`src/rtl/sfp_pkg.sv`:
```
// package: shared types, sizes and codes for the snapshot frame parser
`timescale 1ns / 1ps

package sfp_pkg;

  // frame geometry
  localparam int HEADER_BYTES = 8;
  localparam int RECORD_BYTES = 16;
  localparam int POS_W        = 6;
  localparam int HIDX_W       = $clog2(HEADER_BYTES);
  localparam int RIDX_W       = $clog2(RECORD_BYTES);

  // result queue geometry
  localparam int FIFO_DEPTH = 4;
  localparam int FPTR_W     = $clog2(FIFO_DEPTH);
  localparam int FCNT_W     = $clog2(FIFO_DEPTH + 1);

  // register file
  localparam int CFG_IDX_W  = 1;
  localparam int CFG_DATA_W = 8;
  localparam logic [CFG_IDX_W-1:0] CFG_SUPPORTED_MAJOR    = 1'b0;
  localparam logic [CFG_IDX_W-1:0] CFG_MAX_PROVIDER_COUNT = 1'b1;
  localparam logic [7:0] SUPPORTED_MAJOR_RESET    = 8'd1;
  localparam logic [7:0] MAX_PROVIDER_COUNT_RESET = 8'd4;

  // result kinds
  localparam logic [1:0] KIND_HEADER = 2'd0;
  localparam logic [1:0] KIND_RECORD = 2'd1;
  localparam logic [1:0] KIND_STATUS = 2'd2;

  // status codes
  localparam logic [7:0] ST_OK       = 8'd0;
  localparam logic [7:0] ST_SHORT    = 8'd1;
  localparam logic [7:0] ST_NEWMAJOR = 8'd2;
  localparam logic [7:0] ST_BADCOUNT = 8'd3;

  // sentinels
  localparam logic [7:0]  PCT_ABSENT     = 8'hFF;
  localparam logic [15:0] CREDITS_ABSENT = 16'hFFFF;

  typedef enum logic [2:0] {
    PH_HEADER  = 3'b001,
    PH_RECORDS = 3'b010,
    PH_DROP    = 3'b100
  } phase_t;

  typedef struct packed {
    logic [7:0] data_byte;
    logic       end_of_buffer;
  } in_item_t;

  typedef struct packed {
    logic [1:0]  result_kind;
    logic [7:0]  index_count_or_code;
    logic [7:0]  id_or_major;
    logic [7:0]  status_or_minor;
    logic [7:0]  plan_or_flags;
    logic [7:0]  session_pct;
    logic [7:0]  week_pct;
    logic [31:0] reset_or_captured;
    logic [31:0] week_reset_time;
    logic [15:0] credits_times_ten;
    logic [4:0]  present_mask;
    logic        last_of_run;
  } result_t;

  // up to two results produced by one byte, in order
  typedef struct packed {
    logic [1:0] count;
    result_t    first;
    result_t    second;
  } push_t;

endpackage

```
`src/rtl/snapshot_frame_parser_top.sv`:
```
// top level: snapshot frame parser with byte input and result output channels
//
// Input channel (in_valid/in_ready/in_data) carries one frame byte per transfer
// with an end-of-buffer flag. Output channel (out_valid/out_ready/out_data)
// carries header, record and status results, one per transfer; last_of_run
// marks the final result caused by one byte. The register port (cfg_we,
// cfg_index, cfg_data) writes the supported major version or the largest
// record count, one register per write; write it only while the block is idle.
// Throughput: one byte per cycle while in_ready is high. A byte yields zero,
// one or two results; the first reaches the output in the cycle after the
// byte's transfer when the queue is empty; a second once the first is taken.
// The parser updates its phase, counters and one stored byte per byte and
// forms a result from the stores plus the incoming byte in the same cycle.
// Results wait in a four-entry queue; in_ready drops only when fewer than two
// entries are free, so a stalled receiver backs up into the input after a few
// results. Reset (synchronous, active high) empties the queue, returns the
// parser to the header phase and restores the register defaults.
`timescale 1ns / 1ps

module snapshot_frame_parser_top (
  input  logic                            clk,
  input  logic                            rst,
  input  logic                            in_valid,
  output logic                            in_ready,
  input  sfp_pkg::in_item_t               in_data,
  output logic                            out_valid,
  input  logic                            out_ready,
  output sfp_pkg::result_t                out_data,
  input  logic                            cfg_we,
  input  logic [sfp_pkg::CFG_IDX_W-1:0]   cfg_index,
  input  logic [sfp_pkg::CFG_DATA_W-1:0]  cfg_data
);
  import sfp_pkg::*;

  push_t push;
  logic  take;

  assign take = in_valid && in_ready;

  // byte parser
  sfp_parser u_parser (
    .clk       (clk),
    .rst       (rst),
    .cfg_we    (cfg_we),
    .cfg_index (cfg_index),
    .cfg_data  (cfg_data),
    .take      (take),
    .item      (in_data),
    .push      (push)
  );

  // result queue
  sfp_result_fifo u_fifo (
    .clk       (clk),
    .rst       (rst),
    .push      (push),
    .space_ok  (in_ready),
    .out_valid (out_valid),
    .out_ready (out_ready),
    .out_data  (out_data)
  );

endmodule

```
`src/rtl/sfp_parser.sv`:
```
// frame parser: phase tracking, byte stores and result formation per byte
`timescale 1ns / 1ps

module sfp_parser (
  input  logic                            clk,
  input  logic                            rst,
  input  logic                            cfg_we,
  input  logic [sfp_pkg::CFG_IDX_W-1:0]   cfg_index,
  input  logic [sfp_pkg::CFG_DATA_W-1:0]  cfg_data,
  input  logic                            take,
  input  sfp_pkg::in_item_t               item,
  output sfp_pkg::push_t                  push
);
  import sfp_pkg::*;

  // control state
  phase_t             phase, phase_next;
  logic [POS_W-1:0]   byte_position, byte_position_next;
  logic [7:0]         record_number, record_number_next;
  logic [7:0]         announced_count, announced_count_next;
  logic [7:0]         supported_major, max_provider_count;

  // byte stores
  logic [7:0] header_store [HEADER_BYTES];
  logic [7:0] record_store [RECORD_BYTES];

  // views with the current byte in the final slot
  logic [7:0] hv [HEADER_BYTES];
  logic [7:0] rv [RECORD_BYTES];

  logic [POS_W-1:0] pos_inc;
  logic             data_emit, status_emit, errored;
  logic [7:0]       status_code;
  result_t          data_res, status_res;
  logic [31:0]      sr, wr;
  logic [15:0]      cr;

  assign pos_inc = byte_position + POS_W'(1);

  // byte views
  always_comb begin
    for (int i = 0; i < HEADER_BYTES; i++) begin
      hv[i] = (i == HEADER_BYTES - 1) ? item.data_byte : header_store[i];
    end
    for (int i = 0; i < RECORD_BYTES; i++) begin
      rv[i] = (i == RECORD_BYTES - 1) ? item.data_byte : record_store[i];
    end
  end

  assign sr = {rv[7], rv[6], rv[5], rv[4]};
  assign wr = {rv[11], rv[10], rv[9], rv[8]};
  assign cr = {rv[13], rv[12]};

  // per-byte decisions
  always_comb begin
    phase_next           = phase;
    byte_position_next   = byte_position;
    record_number_next   = record_number;
    announced_count_next = announced_count;
    data_emit            = 1'b0;
    status_emit          = 1'b0;
    errored              = 1'b0;
    status_code          = ST_OK;
    data_res             = '0;

    case (phase)
      PH_HEADER: begin
        byte_position_next = pos_inc;
        if (pos_inc >= POS_W'(HEADER_BYTES)) begin
          data_emit                     = 1'b1;
          data_res.result_kind          = KIND_HEADER;
          data_res.index_count_or_code  = hv[2];
          data_res.id_or_major          = hv[0];
          data_res.status_or_minor      = hv[1];
          data_res.plan_or_flags        = hv[3];
          data_res.reset_or_captured    = {hv[7], hv[6], hv[5], hv[4]};
          byte_position_next            = '0;
          record_number_next            = '0;
          announced_count_next          = hv[2];
          if (hv[0] > supported_major) begin
            errored     = 1'b1;
            status_code = ST_NEWMAJOR;
          end else if (hv[2] > max_provider_count) begin
            errored     = 1'b1;
            status_code = ST_BADCOUNT;
          end
          phase_next  = errored ? PH_DROP : PH_RECORDS;
          status_emit = errored;
        end
      end
      PH_RECORDS: begin
        if (record_number < announced_count) begin
          byte_position_next = pos_inc;
          if (pos_inc >= POS_W'(RECORD_BYTES)) begin
            data_emit                    = 1'b1;
            data_res.result_kind         = KIND_RECORD;
            data_res.index_count_or_code = record_number;
            data_res.id_or_major         = rv[0];
            data_res.status_or_minor     = rv[1];
            data_res.plan_or_flags       = rv[14];
            if (rv[2] != PCT_ABSENT) begin
              data_res.session_pct     = rv[2];
              data_res.present_mask[0] = 1'b1;
            end
            if (rv[3] != PCT_ABSENT) begin
              data_res.week_pct        = rv[3];
              data_res.present_mask[1] = 1'b1;
            end
            if (sr != '0) begin
              data_res.reset_or_captured = sr;
              data_res.present_mask[2]   = 1'b1;
            end
            if (wr != '0) begin
              data_res.week_reset_time = wr;
              data_res.present_mask[3] = 1'b1;
            end
            if (cr != CREDITS_ABSENT) begin
              data_res.credits_times_ten = cr;
              data_res.present_mask[4]   = 1'b1;
            end
            record_number_next = record_number + 8'd1;
            byte_position_next = '0;
          end
        end
      end
      default: begin
        // drop phase: bytes are ignored
      end
    endcase

    // end of buffer closes the frame
    if (item.end_of_buffer) begin
      if (!errored) begin
        if (phase_next == PH_HEADER) begin
          status_emit = 1'b1;
          status_code = ST_SHORT;
        end else if (phase_next == PH_RECORDS) begin
          status_emit = 1'b1;
          status_code = (record_number_next >= announced_count_next) ? ST_OK : ST_SHORT;
        end
      end
      phase_next           = PH_HEADER;
      byte_position_next   = '0;
      record_number_next   = '0;
      announced_count_next = '0;
    end
  end

  // status result and ordering of the pushed pair
  always_comb begin
    status_res                     = '0;
    status_res.result_kind         = KIND_STATUS;
    status_res.index_count_or_code = status_code;
    status_res.last_of_run         = 1'b1;

    push = '0;
    if (take) begin
      push.count = {1'b0, data_emit} + {1'b0, status_emit};
      if (data_emit) begin
        push.first             = data_res;
        push.first.last_of_run = !status_emit;
        push.second            = status_res;
      end else begin
        push.first = status_res;
      end
    end
  end

  // control registers
  always_ff @(posedge clk) begin
    if (rst) begin
      phase              <= PH_HEADER;
      byte_position      <= '0;
      record_number      <= '0;
      announced_count    <= '0;
      supported_major    <= SUPPORTED_MAJOR_RESET;
      max_provider_count <= MAX_PROVIDER_COUNT_RESET;
    end else begin
      if (take) begin
        phase           <= phase_next;
        byte_position   <= byte_position_next;
        record_number   <= record_number_next;
        announced_count <= announced_count_next;
      end
      if (cfg_we) begin
        case (cfg_index)
          CFG_SUPPORTED_MAJOR:    supported_major    <= cfg_data[7:0];
          CFG_MAX_PROVIDER_COUNT: max_provider_count <= cfg_data[7:0];
          default: begin
          end
        endcase
      end
    end
  end

  // store writes
  always_ff @(posedge clk) begin
    if (take) begin
      if (phase == PH_HEADER && byte_position < POS_W'(HEADER_BYTES)) begin
        header_store[byte_position[HIDX_W-1:0]] <= item.data_byte;
      end
      if (phase == PH_RECORDS && record_number < announced_count &&
          byte_position < POS_W'(RECORD_BYTES)) begin
        record_store[byte_position[RIDX_W-1:0]] <= item.data_byte;
      end
    end
  end

endmodule

```
`src/rtl/sfp_result_fifo.sv`:
```
// result queue: takes up to two results per cycle, hands out one per transfer
`timescale 1ns / 1ps

module sfp_result_fifo (
  input  logic              clk,
  input  logic              rst,
  input  sfp_pkg::push_t    push,
  output logic              space_ok,
  output logic              out_valid,
  input  logic              out_ready,
  output sfp_pkg::result_t  out_data
);
  import sfp_pkg::*;

  result_t             entries [FIFO_DEPTH];
  logic [FPTR_W-1:0]   wr_ptr, rd_ptr;
  logic [FCNT_W-1:0]   count, count_next;
  logic                pop;

  assign out_valid = (count != '0);
  assign out_data  = entries[rd_ptr];
  assign pop       = out_valid && out_ready;
  // room for a worst-case pair of results
  assign space_ok  = (count <= FCNT_W'(FIFO_DEPTH - 2));

  always_comb begin
    count_next = count + FCNT_W'(push.count) - FCNT_W'(pop);
  end

  // pointers and fill level
  always_ff @(posedge clk) begin
    if (rst) begin
      wr_ptr <= '0;
      rd_ptr <= '0;
      count  <= '0;
    end else begin
      wr_ptr <= wr_ptr + FPTR_W'(push.count);
      if (pop) begin
        rd_ptr <= rd_ptr + FPTR_W'(1);
      end
      count <= count_next;
    end
  end

  // entry writes
  always_ff @(posedge clk) begin
    if (push.count != 2'd0) begin
      entries[wr_ptr] <= push.first;
    end
    if (push.count == 2'd2) begin
      entries[wr_ptr + FPTR_W'(1)] <= push.second;
    end
  end

endmodule

```
`config.mk`:
```
export PLATFORM = sky130hd
export DESIGN_NAME = snapshot_frame_parser_top
export DESIGN_NICKNAME = d
export VERILOG_FILES = /design/src/rtl/sfp_pkg.sv /design/src/rtl/snapshot_frame_parser_top.sv /design/src/rtl/sfp_parser.sv /design/src/rtl/sfp_result_fifo.sv
export SDC_FILE = /design/constraint.sdc
export NUM_CORES = 1
export LEC_CHECK = 0
export BUFFER_PORTS_ARGS = -buffer_cell sky130_fd_sc_hd__clkbuf_2
export CAP_MARGIN = 20
export CORE_MARGIN = 2
export CORE_UTILIZATION = 24
export CTS_BUF_LIST = sky130_fd_sc_hd__clkbuf_16
export DETAILED_ROUTE_END_ITERATION = 10
export SLEW_MARGIN = 20
export SYNTH_ARGS = -nofsm -noshare
export SYNTH_HDL_FRONTEND = slang
export SYNTH_HIERARCHICAL = 1
export SYNTH_SLANG_ARGS = --single-unit
```
`constraint.sdc`:
```
create_clock -name clk -period 19.1 [get_ports clk]
set_input_delay 3.82 -clock clk [delete_from_list [all_inputs] [get_ports clk]]
set_output_delay 3.82 -clock clk [all_outputs]
set_load 0.05 [all_outputs]
```
After elaboration in Yosys (flattened, before gate mapping)
Memory sizes are Yosys's and may differ from the RTL's. A register that Yosys moved wholly into a read port is not among the register bits.
Cells that the tools add are included.
- bits in registers: 48
- bits in latches: 0
- RAM bits: 736
- bits in read-only memories: 0
- input port bits: 23
- output and inout bits: 138
- logic and storage cells: 125
- memories kept: 3
- memories (memory ; depth ; bits a word ; read ports ; clocked after Yosys merged registers in ; write ports ; RTL line ; RTL):
    u_fifo.entries ; 4 ; 136 ; 1 ; 1 ; 2 ; sfp_result_fifo.sv:15 ; result_t entries [FIFO_DEPTH];
    u_parser.record_store ; 16 ; 8 ; 15 ; 0 ; 1 ; sfp_parser.sv:25 ; logic [7:0] record_store [RECORD_BYTES];
    u_parser.header_store ; 8 ; 8 ; 7 ; 0 ; 1 ; sfp_parser.sv:24 ; logic [7:0] header_store [HEADER_BYTES];
- add/subtract/negate cells: 8
- multiply operators: 0
- divide/modulo/power cells: 0
- order comparisons: 9
- equal/unequal tests: 9
- shift operators: 0
- multiplexer cells: 72
- bitwise operators: 1
- reductions and logical operators: 14
- operators with widths (cell ; count):
    $mux W274 ; 1
    $mux W136 ; 2
    $mux W135 ; 1
    $mux W134 ; 1
    $mux W32 ; 4
    $mux W8 ; 15
    $pmux W34 S2 ; 1
    $pmux W32 S2 ; 1
    $reduce_bool A32 Y1 ; 2
    $mux W53 ; 1
    $mux W1 ; 28
    $mux W6 ; 4
    $mux W17 ; 1
    $gt A8 B8 Y1 ; 2
    $mux W16 ; 1
    $ne A16 B16 Y1 const B ; 1
    $ne A8 B8 Y1 const B ; 2
    $pmux W8 S2 ; 1
    $mux W3 ; 4
    $pmux W6 S2 ; 1
    $add A8 B1 Y8 const B ; 1
    $ge A8 B8 Y1 ; 1
    $lt A8 B8 Y1 ; 1
    $mux W2 ; 4
    23 further kinds ; 32

Logic depth before layout (Yosys ltp)
Gate-level depths: netlist of run 1.
An unclocked memory read counts as a cell.
- word-level depth: 20
- mapped depth: 17
- gate-level depth less buffers: 16

Cells and area by module
The synthesis of run 1 kept the hierarchy.
- by module, submodules not included (module ; times used ; cells each ; area each (um^2) ; seq. area each (um^2)):
    sfp_result_fifo ; 1 ; 1364 ; 26694.4 ; 16515.8
    sfp_parser ; 1 ; 1012 ; 10928.0 ; 6105.9
    snapshot_frame_parser_top ; 1 ; 1 ; 6.3 ; 0.0

Worst setup path after synthesis of run 1
No wires, ideal clock.
- path type: input port to flip-flop
- start: input port in_valid
- end: memory u_fifo/entries[0][0] in the netlist's numbering, enable pin
- data arrival time: 14.544 ns
- setup slack: 3.737 ns
- stages on the path: 6
- path buffers: 2
- cell sequence: and2_1 > clkbuf_1 > clkbuf_1 > and2_1 > o21bai_1 > o21ai_0
- RTL lines (element ; RTL line ; RTL):
    start: declaration ; snapshot_frame_parser_top.sv:23 ; input logic in_valid,
    end: declaration ; sfp_result_fifo.sv:15 ;

==> flow_summary.html, run 1 <==
<table>
<tr><th>Metric</th><th>Value</th></tr>
<tr><th colspan="2">Power</th></tr>
<tr><td>Internal</td><td>0.00301 W</td></tr>
<tr><td>PwrDens</td><td>103 nW/um2</td></tr>
<tr><td>Share of total power in sequential cells</td><td>43.8%</td></tr>
<tr><td>NetSw</td><td>0.00139 W</td></tr>
<tr><td>Logic gate share of total power</td><td>21.2%</td></tr>
<tr><td>Clk network pwr share</td><td>35.0%</td></tr>
<tr><td>LEAKAGE</td><td>15.5 nW</td></tr>
<tr><td>Worst ir drop on vdd</td><td>0.0620 mV</td></tr>
<tr><td>Switching power share of the total</td><td>31.6%</td></tr>
<tr><th colspan="2">STA</th></tr>
<tr><td>Setup repair after global routing missed its margin</td><td>false</td></tr>
<tr><td>Clock period minus final worst setup slack</td><td>7.79 ns</td></tr>
<tr><td>Setup skew after layout</td><td>0.0358 ns</td></tr>
<tr><td>Setup Total Neg Slack</td><td>0 ns</td></tr>
<tr><td>Final count of hold timing violations</td><td>0</td></tr>
<tr><td>Top achievable clock speed</td><td>128 MHz</td></tr>
<tr><td>Post-route clock period utilization</td><td>40.8%</td></tr>
<tr><td>Worst setup slack after layout</td><td>11.31 ns</td></tr>
<tr><td>Max-slew violation count</td><td>0</td></tr>
<tr><td>Final worst hold slack</td><td>0.454 ns</td></tr>
<tr><td>Worst slew margin</td><td>22.3%</td></tr>
<tr><td>Number of endpoints failing setup at the final stage</td><td>0</td></tr>
<tr><td>Actual transition at the worst max-transition pin</td><td>1.16 ns</td></tr>
<tr><th colspan="2">Yosys</th></tr>
<tr><td>Number of enable-type register cells in the synthesized netlist</td><td>720</td></tr>
<tr><td>Post-synth top area cell</td><td>edfxtp_1</td></tr>
<tr><td>Dominant cells by area after synthesis</td><td>edfxtp_1 (57%), mux2_2 (11%), mux4_2 (8.1%)</td></tr>
<tr><td>Post-synth design cell area</td><td>37600 um2</td></tr>
<tr><td>Part of the Yosys area used for sequential elements</td><td>60.1%</td></tr>
<tr><td>Top cell type's share of synthesized area</td><td>57.5%</td></tr>
<tr><td>YS warnings</td><td>6</td></tr>
<tr><td>Post-Synth Adder-Cell Area</td><td>1.48%</td></tr>
<tr><td>Cell count after synthesis</td><td>2377</td></tr>
<tr><td>Leading cell types by count after synthesis</td><td>edfxtp_1 (720), mux2_2 (358), mux2_1 (150)</td></tr>
<tr><td>Share of synthesized cell area in and, or, nand and nor gates</td><td>5.15%</td></tr>
<tr><td>Most common cell in the netlist</td><td>edfxtp_1</td></tr>
<tr><td>Post-synthesis xor/xnor area fraction</td><td>0.166%</td></tr>
<tr><td>Portion of netlist area occupied by mux cells</td><td>25.0%</td></tr>
<tr><td>Compound-Gate Fraction of Synth Area</td><td>3.13%</td></tr>
<tr><td>Commonest register cell after synthesis</td><td>edfxtp_1</td></tr>
<tr><td>Mean instance size in the synthesized netlist</td><td>15.8 um2</td></tr>
<tr><td>Post-synth ARST share</td><td>0%</td></tr>
<tr><td>Combinational family with the most area after synthesis</td><td>multiplexers</td></tr>
<tr><td>Synthesis-stage register bit count</td><td>770</td></tr>
<tr><td>Yosys cell types</td><td>76</td></tr>
<tr><th colspan="2">Clock network</th></tr>
<tr><td>Clock edge transition at the registers on the reported setup and hold paths</td><td>0.06 ns</td></tr>
<tr><td>Clock insertion delay at the later pin of the skew report</td><td>0.66 ns</td></tr>
<tr><td>Number of instances resized during post-cts repair</td><td>0</td></tr>
<tr><td>CTS tree</td><td>yes</td></tr>
<tr><td>Maximum buffer depth of the clock tree</td><td>3</td></tr>
<tr><td>Sinks on Clock Net</td><td>770</td></tr>
<tr><td>Total CTS buffers</td><td>83</td></tr>
<tr><td>Postcts setup bufs</td><td>0</td></tr>
<tr><td>H-tree level count</td><td>3</td></tr>
<tr><td>CTS Root Buffer Type</td><td>clkbuf_16</td></tr>
<tr><td>Number of buffers added to fix hold violations after cts</td><td>0</td></tr>
<tr><th colspan="2">Route</th></tr>
<tr><td>Router iterations before antenna repair</td><td>6</td></tr>
<tr><td>Total routed wirelength</td><td>96800 um</td></tr>
<tr><td>Via total after detailed routing</td><td>20300</td></tr>
<tr><td>First DRT Iteration DRCs</td><td>1564</td></tr>
<tr><td>Remaining number of nets flagged by the antenna check after routing</td><td>0</td></tr>
<tr><td>Via/cell ratio</td><td>4.37</td></tr>
<tr><td>Number of remaining DRC errors</td><td>0</td></tr>
<tr><td>DR WL/cell</td><td>20.8 um</td></tr>
<tr><th colspan="2">Critical path</th></tr>
<tr><td>CP Capture Type</td><td>output port</td></tr>
<tr><td>Number of cell instances on the worst register-to-register path</td><td>12</td></tr>
<tr><td>Capture point of the worst reg-to-reg path</td><td>u_fifo/entries[3][36]$_DFFE_PP_</td></tr>
<tr><td>Crit path DAT</td><td>3.97 ns</td></tr>
<tr><td>Data required time at the worst endpoint</td><td>15.28 ns</td></tr>
<tr><td>Nature of the critical path startpoint</td><td>flip-flop</td></tr>
<tr><td>Start of the worst register-to-register path</td><td>u_parser/byte_position[2]$_SDFFE_PP0P_</td></tr>
<tr><td>Register-to-register setup slack</td><td>13.11 ns</td></tr>
<tr><td>Critical path type</td><td>reg2out</td></tr>
<tr><td>Worst-path maximum fanout</td><td>43</td></tr>
<tr><th colspan="2">GRT</th></tr>
<tr><td>Aggregate global-route resource usage</td><td>11.9%</td></tr>
<tr><td>Antenna violations before repair</td><td>11</td></tr>
<tr><td>Met2 usage in global routing</td><td>20.0%</td></tr>
<tr><td>Global routing's busiest layer</td><td>met2</td></tr>
<tr><td>Global-route wire length before repair</td><td>142000 um</td></tr>
<tr><td>Leftover overflow at the end of global routing</td><td>0</td></tr>
<tr><td>GRT met1 Usage</td><td>16.0%</td></tr>
<tr><td>Largest net degree at the start of global routing</td><td>137</td></tr>
<tr><td>Met3 demand-to-capacity share in global routing</td><td>1.92%</td></tr>
<tr><td>Via count of the first global-routing pass</td><td>21000</td></tr>
<tr><th colspan="2">Floorplan</th></tr>
<tr><td>Number of primary I/O pins</td><td>161</td></tr>
<tr><td>Die outline width</td><td>400 um</td></tr>
<tr><td>Die ar.</td><td>160000 um2</td></tr>
<tr><td>Std-Cell Rows</td><td>145</td></tr>
<tr><td>Core Footprint</td><td>156000 um2</td></tr>
<tr><td>Effective utilization at floorplan</td><td>24.1%</td></tr>
<tr><td>Die outline height</td><td>400 um</td></tr>
<tr><th colspan="2">Hold path</th></tr>
<tr><td>Hold path startpoint</td><td>u_parser/supported_major[6]$_SDFFE_PP0P_</td></tr>
<tr><td>Worst hold path depth</td><td>2</td></tr>
<tr><td>Worst hold path type</td><td>reg2reg</td></tr>
<tr><td>Hold Crit Endpoint</td><td>u_parser/supported_major[6]$_SDFFE_PP0P_</td></tr>
<tr><th colspan="2">Layout</th></tr>
<tr><td>Signed area change from the synthesized netlist to the final layout</td><td>13.7%</td></tr>
<tr><td>Share of cells above drive strength 1</td><td>33.8%</td></tr>
<tr><td>Final standard cell area without fillers</td><td>42800 um2</td></tr>
<tr><td># nets final</td><td>2591</td></tr>
<tr><th colspan="2">Outcome</th></tr>
<tr><td>Result of the run</td><td>completed</td></tr>
<tr><th colspan="2">Placed design</th></tr>
<tr><td>Estimated wirelength of the detail-placed design</td><td>57200 um</td></tr>
<tr><td>Routability Congestion</td><td>0.772</td></tr>
<tr><td>Placement Setup Slack</td><td>11.27 ns</td></tr>
<tr><td>Number of port buffers</td><td>160</td></tr>
<tr><td>DP Area</td><td>40200 um2</td></tr>
<tr><th colspan="2">Flow run</th></tr>
<tr><td>Maxcap violations</td><td>0</td></tr>
</table>
state kept, by name, indices dropped and copies added, names as in the netlist, named ones only:
register,flops
u_fifo/rd_ptr,2
u_parser/supported_major,8
u_parser/record_store,120
u_fifo/entries,544
u_parser/max_provider_count,8
u_parser/phase,3
u_parser/announced_count,8
u_parser/record_number,8
u_fifo/count,3
u_parser/header_store,56
u_fifo/wr_ptr,2
u_parser/byte_position,6
metrics by stage:
| step | std cells | util, % | total power, W |
|---|---|---|---|
| floorplan | 2508 | - | 0.00266 |
| finish | 4651 | 27.4 | 0.00440 |
| global placement | 4497 | 25.8 | 0.00292 |
| CTS | 4647 | 27.4 | 0.00448 |
| global route | 4650 | 27.4 | 0.00457 |
| detailed placement | 4497 | 25.8 | 0.00293 |
cell families after synthesis:
| kind of cell | Yosys count |
|---|---|
| DFF | 770 |
| muxes | 687 |
| and+or+nand+nor | 382 |
| buffers and inverters | 307 |
| AOI/OAI and AO/OA | 182 |
| adders and majority gates | 44 |
| xor gates and xnor gates | 4 |
| other | 1 |
cell usage in the layout (no fill, tap or decap), drive strengths merged, types with 19 or more instances in the layout:
master and n:
mux2 548, nor2 73, inv 69, nor4 19
a21oi 82, conb 132, edfxtp 720, buf 39
nand2 137, dfxtp 50, clkinv 30, mux4 136
a22oi 26, ha 43, and2 68, clkbuf 243
critical path: stages, from the launching register on:
cell      delay [ns]
dfxtp_4         0.71
buf_4           0.66
buf_4           0.87
mux4_2          0.75
clkbuf_2        0.29
cell type report:
cell class,count,area (um2)
timing repair buffer,199,1120
inverter,39,146
clock buffer,83,2080
multi-input combinational,1431,13700
antenna,4,10.0
clock inverter,67,499
sequential,770,22600
tap,2058,2570
fill,15800,113000
power groups by stage:
stage	registers [W]	clock network, W	logic (W)
5_1_grt	0.00194	0.00164	0.000989
3_3_place_gp	0.00196	0	0.000961
3_5_place_dp	0.00197	0	0.000962
6_report	0.00193	0.00154	0.000931
4_1_cts	0.00193	0.00158	0.000964
2_1_floorplan	0.00196	0	0.000703
worst max-delay path by stage:
stage,start,endpoint,depth (start not counted)
2_1_floorplan,in_valid,u_fifo/entries[0][0]$_DFFE_PP_,6
3_3_place_gp,in_data[0],u_fifo/entries[3][9]$_DFFE_PP_,10
3_5_place_dp,in_data[0],u_fifo/entries[3][9]$_DFFE_PP_,10
4_1_cts,flip-flop,out_data[88],4
5_1_grt,flip-flop,out_data[88],4
6_report,flip-flop,out_data[88],4
routing by layer:
metal	part of all wire, %	vias up	wire (um)
met5	0.029	-	28
met4	2.1	6	2040
met3	4.9	127	4770
met1	44	10400	43000
li1	-	9281	-
met2	49	485	47000
(Power assumes the default switching activity.)
==> run 2: changes to the inputs <==
clock period = 7.6 ns   (was 19.1 ns; I/O delays follow)
==> run 2 against run 1 <==
Net effect: sequential power grew to 2.5 times the previous value; count of clock-buffer cells in the layout rose by 4; global-route usage increased by 0.13 points; critical endpoint is now u_fifo/entries[2][122]$_DFFE_PP_; largest power group unchanged.
==> flow_summary.html, run 2 (synthesis results as in run 1) <==
<table>
<tr><th>Metric</th><th>Value</th></tr>
<tr><th colspan="2">Outcome</th></tr>
<tr><td>Result of the run</td><td>completed</td></tr>
<tr><th colspan="2">Power</th></tr>
<tr><td>LEAKAGE</td><td>15.6 nW</td></tr>
<tr><td>Internal</td><td>0.00781 W</td></tr>
<tr><td>Total power of the final layout</td><td>0.0113 W</td></tr>
<tr><td>Switching power share of the total</td><td>31.1%</td></tr>
<tr><td>Share of total power in sequential cells</td><td>42.8%</td></tr>
<tr><td>Logic gate share of total power</td><td>20.7%</td></tr>
<tr><td>NetSw</td><td>0.00352 W</td></tr>
<tr><td>PwrDens</td><td>263 nW/um2</td></tr>
<tr><td>Worst ir drop on vdd</td><td>0.171 mV</td></tr>
<tr><td>Clk network pwr share</td><td>36.5%</td></tr>
<tr><th colspan="2">Layout</th></tr>
<tr><td>Most frequent cells in the layout</td><td>edfxtp_1 (720), mux2_2 (358), clkbuf_2 (160)</td></tr>
<tr><td>Register bank with the most flops</td><td>u_fifo/entries</td></tr>
<tr><td>Final standard cell area without fillers</td><td>43100 um2</td></tr>
<tr><td>Most frequent standard cell in the layout excluding fill and tap cells</td><td>edfxtp_1</td></tr>
<tr><td>Total of fill cells in the finished design</td><td>15800</td></tr>
<tr><td># nets final</td><td>2588</td></tr>
<tr><td>Signed area change from the synthesized netlist to the final layout</td><td>14.5%</td></tr>
<tr><td>Share of cells above drive strength 1</td><td>34.3%</td></tr>
<tr><td>Max reg flops</td><td>544</td></tr>
<tr><td>Count of placed standard cells in the final layout, fillers left out</td><td>4652</td></tr>
<tr><th colspan="2">STA</th></tr>
<tr><td>Setup skew after layout</td><td>0.0265 ns</td></tr>
<tr><td>Top achievable clock speed</td><td>196 MHz</td></tr>
<tr><td>Setup repair after global routing missed its margin</td><td>false</td></tr>
<tr><td>Number of endpoints failing setup at the final stage</td><td>0</td></tr>
<tr><td>Worst slew margin</td><td>30.4%</td></tr>
<tr><td>Clock period minus final worst setup slack</td><td>5.10 ns</td></tr>
<tr><td>Post-route clock period utilization</td><td>67.1%</td></tr>
<tr><td>Final worst hold slack</td><td>0.456 ns</td></tr>
<tr><td>Actual transition at the worst max-transition pin</td><td>1.04 ns</td></tr>
<tr><td>Final count of hold timing violations</td><td>0</td></tr>
<tr><td>Worst setup slack after layout</td><td>2.50 ns</td></tr>
<tr><td>Max-slew violation count</td><td>0</td></tr>
<tr><th colspan="2">Placed design</th></tr>
<tr><td>DP Area</td><td>40200 um2</td></tr>
<tr><td>Placement Setup Slack</td><td>2.56 ns</td></tr>
<tr><td>Instance count after placement with tap cells included</td><td>4492</td></tr>
<tr><td>Routability Congestion</td><td>0.781</td></tr>
<tr><td>Number of port buffers</td><td>160</td></tr>
<tr><td>Estimated wirelength of the detail-placed design</td><td>57200 um</td></tr>
<tr><th colspan="2">GRT</th></tr>
<tr><td>Leftover overflow at the end of global routing</td><td>0</td></tr>
<tr><td>Via count of the first global-routing pass</td><td>21200</td></tr>
<tr><td>Antenna violations before repair</td><td>16</td></tr>
<tr><td>Aggregate global-route resource usage</td><td>12.0%</td></tr>
<tr><td>Largest net degree at the start of global routing</td><td>137</td></tr>
<tr><td>Global-route wire length before repair</td><td>143000 um</td></tr>
<tr><th colspan="2">Floorplan</th></tr>
<tr><td>Std-Cell Rows</td><td>145</td></tr>
<tr><td>Die ar.</td><td>160000 um2</td></tr>
<tr><td>Core Footprint</td><td>156000 um2</td></tr>
<tr><td>Effective utilization at floorplan</td><td>24.1%</td></tr>
<tr><td>Die outline height</td><td>400 um</td></tr>
<tr><td>Die outline width</td><td>400 um</td></tr>
<tr><td>Number of primary I/O pins</td><td>161</td></tr>
<tr><th colspan="2">Critical path</th></tr>
<tr><td>Cell type with the highest occurrence count on the critical path</td><td>buf_4</td></tr>
<tr><td>Data required time at the worst endpoint</td><td>7.87 ns</td></tr>
<tr><td>Number of cell instances on the worst register-to-register path</td><td>10</td></tr>
<tr><td>Nature of the critical path startpoint</td><td>flip-flop</td></tr>
<tr><td>Sequence of cells on the critical path</td><td>nand3_1 &gt; xor2_1 &gt; a31oi_4 &gt; buf_4 &gt; a21o_1 &gt; ha_1 &gt; and2_1 &gt; o21bai_1 &gt; o21bai_4 &gt; buf_4</td></tr>
<tr><td>Worst-path maximum fanout</td><td>75</td></tr>
<tr><td>Crit path DAT</td><td>5.37 ns</td></tr>
<tr><td>Buffering stage count on the worst path with inverters included</td><td>2</td></tr>
<tr><td>Register-to-register setup slack</td><td>2.50 ns</td></tr>
<tr><td>Max incr delay on CP</td><td>0.81 ns</td></tr>
<tr><td>Start of the worst register-to-register path</td><td>u_parser/byte_position[2]$_SDFFE_PP0P_</td></tr>
<tr><td>CP top delay family</td><td>compound AO/OA/AOI/OAI gates</td></tr>
<tr><td>Slowest stage cell, crit path</td><td>o21bai_4</td></tr>
<tr><td>Critical path type</td><td>reg2reg</td></tr>
<tr><td>CP Capture Type</td><td>flip-flop</td></tr>
<tr><td>Capture point of the worst reg-to-reg path</td><td>u_fifo/entries[2][122]$_DFFE_PP_</td></tr>
<tr><th colspan="2">Clock network</th></tr>
<tr><td>Maximum buffer depth of the clock tree</td><td>3</td></tr>
<tr><td>Number of buffers added to fix hold violations after cts</td><td>0</td></tr>
<tr><td>Clock edge transition at the registers on the reported setup and hold paths</td><td>0.06 ns</td></tr>
<tr><td>Clock insertion delay at the later pin of the skew report</td><td>0.65 ns</td></tr>
<tr><td>H-tree level count</td><td>3</td></tr>
<tr><td>CTS Root Buffer Type</td><td>clkbuf_16</td></tr>
<tr><td>Sinks on Clock Net</td><td>770</td></tr>
<tr><td>CTS tree</td><td>yes</td></tr>
<tr><td>Postcts setup bufs</td><td>0</td></tr>
<tr><td>Total CTS buffers</td><td>85</td></tr>
<tr><td>Number of instances resized during post-cts repair</td><td>0</td></tr>
<tr><th colspan="2">Hold path</th></tr>
<tr><td>Hold path startpoint</td><td>u_parser/supported_major[2]$_SDFFE_PP0P_</td></tr>
<tr><td>Worst hold path type</td><td>reg2reg</td></tr>
<tr><td>Hold Crit Endpoint</td><td>u_parser/supported_major[2]$_SDFFE_PP0P_</td></tr>
<tr><td>Worst hold path depth</td><td>2</td></tr>
<tr><th colspan="2">Route</th></tr>
<tr><td>Via/cell ratio</td><td>4.42</td></tr>
<tr><td>DR WL/cell</td><td>21.1 um</td></tr>
<tr><td>Via total after detailed routing</td><td>20600</td></tr>
<tr><td>Number of remaining DRC errors</td><td>0</td></tr>
<tr><td>Router iterations before antenna repair</td><td>5</td></tr>
<tr><td>Total routed wirelength</td><td>98100 um</td></tr>
<tr><td>First DRT Iteration DRCs</td><td>1478</td></tr>
<tr><td>Remaining number of nets flagged by the antenna check after routing</td><td>0</td></tr>
<tr><th colspan="2">Flow run</th></tr>
<tr><td>Maxcap violations</td><td>0</td></tr>
</table>
## run 2: power by group through the flow
| stage | Clock (W) | Combinational [W] | Sequential, W |
|---|---|---|---|
| 3_5_place_dp | 0 | 0.00242 | 0.00494 |
| 4_1_cts | 0.00424 | 0.00243 | 0.00485 |
| 5_1_grt | 0.00440 | 0.00249 | 0.00486 |
| 2_1_floorplan | 0 | 0.00177 | 0.00489 |
| 3_3_place_gp | 0 | 0.00242 | 0.00493 |
| 6_report | 0.00414 | 0.00235 | 0.00485 |
## run 2: metal layers
| metal | global-route usage, % | vias up | part of all wire [%] |
|---|---|---|---|
| met5 | 0 | - | 0.13 |
| met4 | 3.02 | 20 | 2.0 |
| met3 | 1.92 | 133 | 5.0 |
| met2 | 20.1 | 521 | 48 |
| met1 | 16.3 | 10600 | 45 |
| li1 | - | 9290 | - |
## run 2: area by class of cell
class / instances / area [um2] / area share (%)
multi-input cells: 1431 / 13700 / 31.9
well taps: 2058 / 2570 / 5.98
inverters: 39 / 146 / 0.340
flip-flops and latches: 770 / 22600 / 52.5
repair buffers: 194 / 1180 / 2.74
clock inverters: 70 / 633 / 1.47
diodes: 3 / 7.51 / 0.0174
clock buffers: 87 / 2180 / 5.05
## run 2: worst max-delay path by stage
stage / from / endpoint / slack (ns) / cells past startpoint
final: u_parser/byte_position[2]$_SDFFE_PP0P_ / u_fifo/entries[2][122]$_DFFE_PP_ / 2.50 / 10
after global routing: u_parser/byte_position[2]$_SDFFE_PP0P_ / u_fifo/entries[2][122]$_DFFE_PP_ / 2.11 / 10
after CTS: u_parser/byte_position[2]$_SDFFE_PP0P_ / u_fifo/entries[2][122]$_DFFE_PP_ / 2.55 / 10
after detailed placement: u_parser/byte_position[2]$_SDFFE_PP0P_ / u_fifo/entries[2][101]$_DFFE_PP_ / 2.56 / 10
after global placement: u_parser/byte_position[2]$_SDFFE_PP0P_ / u_fifo/entries[2][101]$_DFFE_PP_ / 2.64 / 10
after floorplan: in_valid / u_fifo/entries[1][0]$_DFFE_PP_ / -1.43 / 6
## run 2: stage by stage
step / util (%) / setup TNS (ns)
3_3_place_gp: 25.8 / 0
3_5_place_dp: 25.8 / 0
5_1_grt: 27.6 / 0
6_report: 27.6 / 0
4_1_cts: 27.6 / 0
2_1_floorplan: - / -388.71
## run 2: worst min-delay path, delay by kind of cell (launching register included)
kind	cells	cell delay, ns
DFF	1	0.31
and+or+nand+nor	1	0.05
AOI/OAI and AO/OA	1	0.05
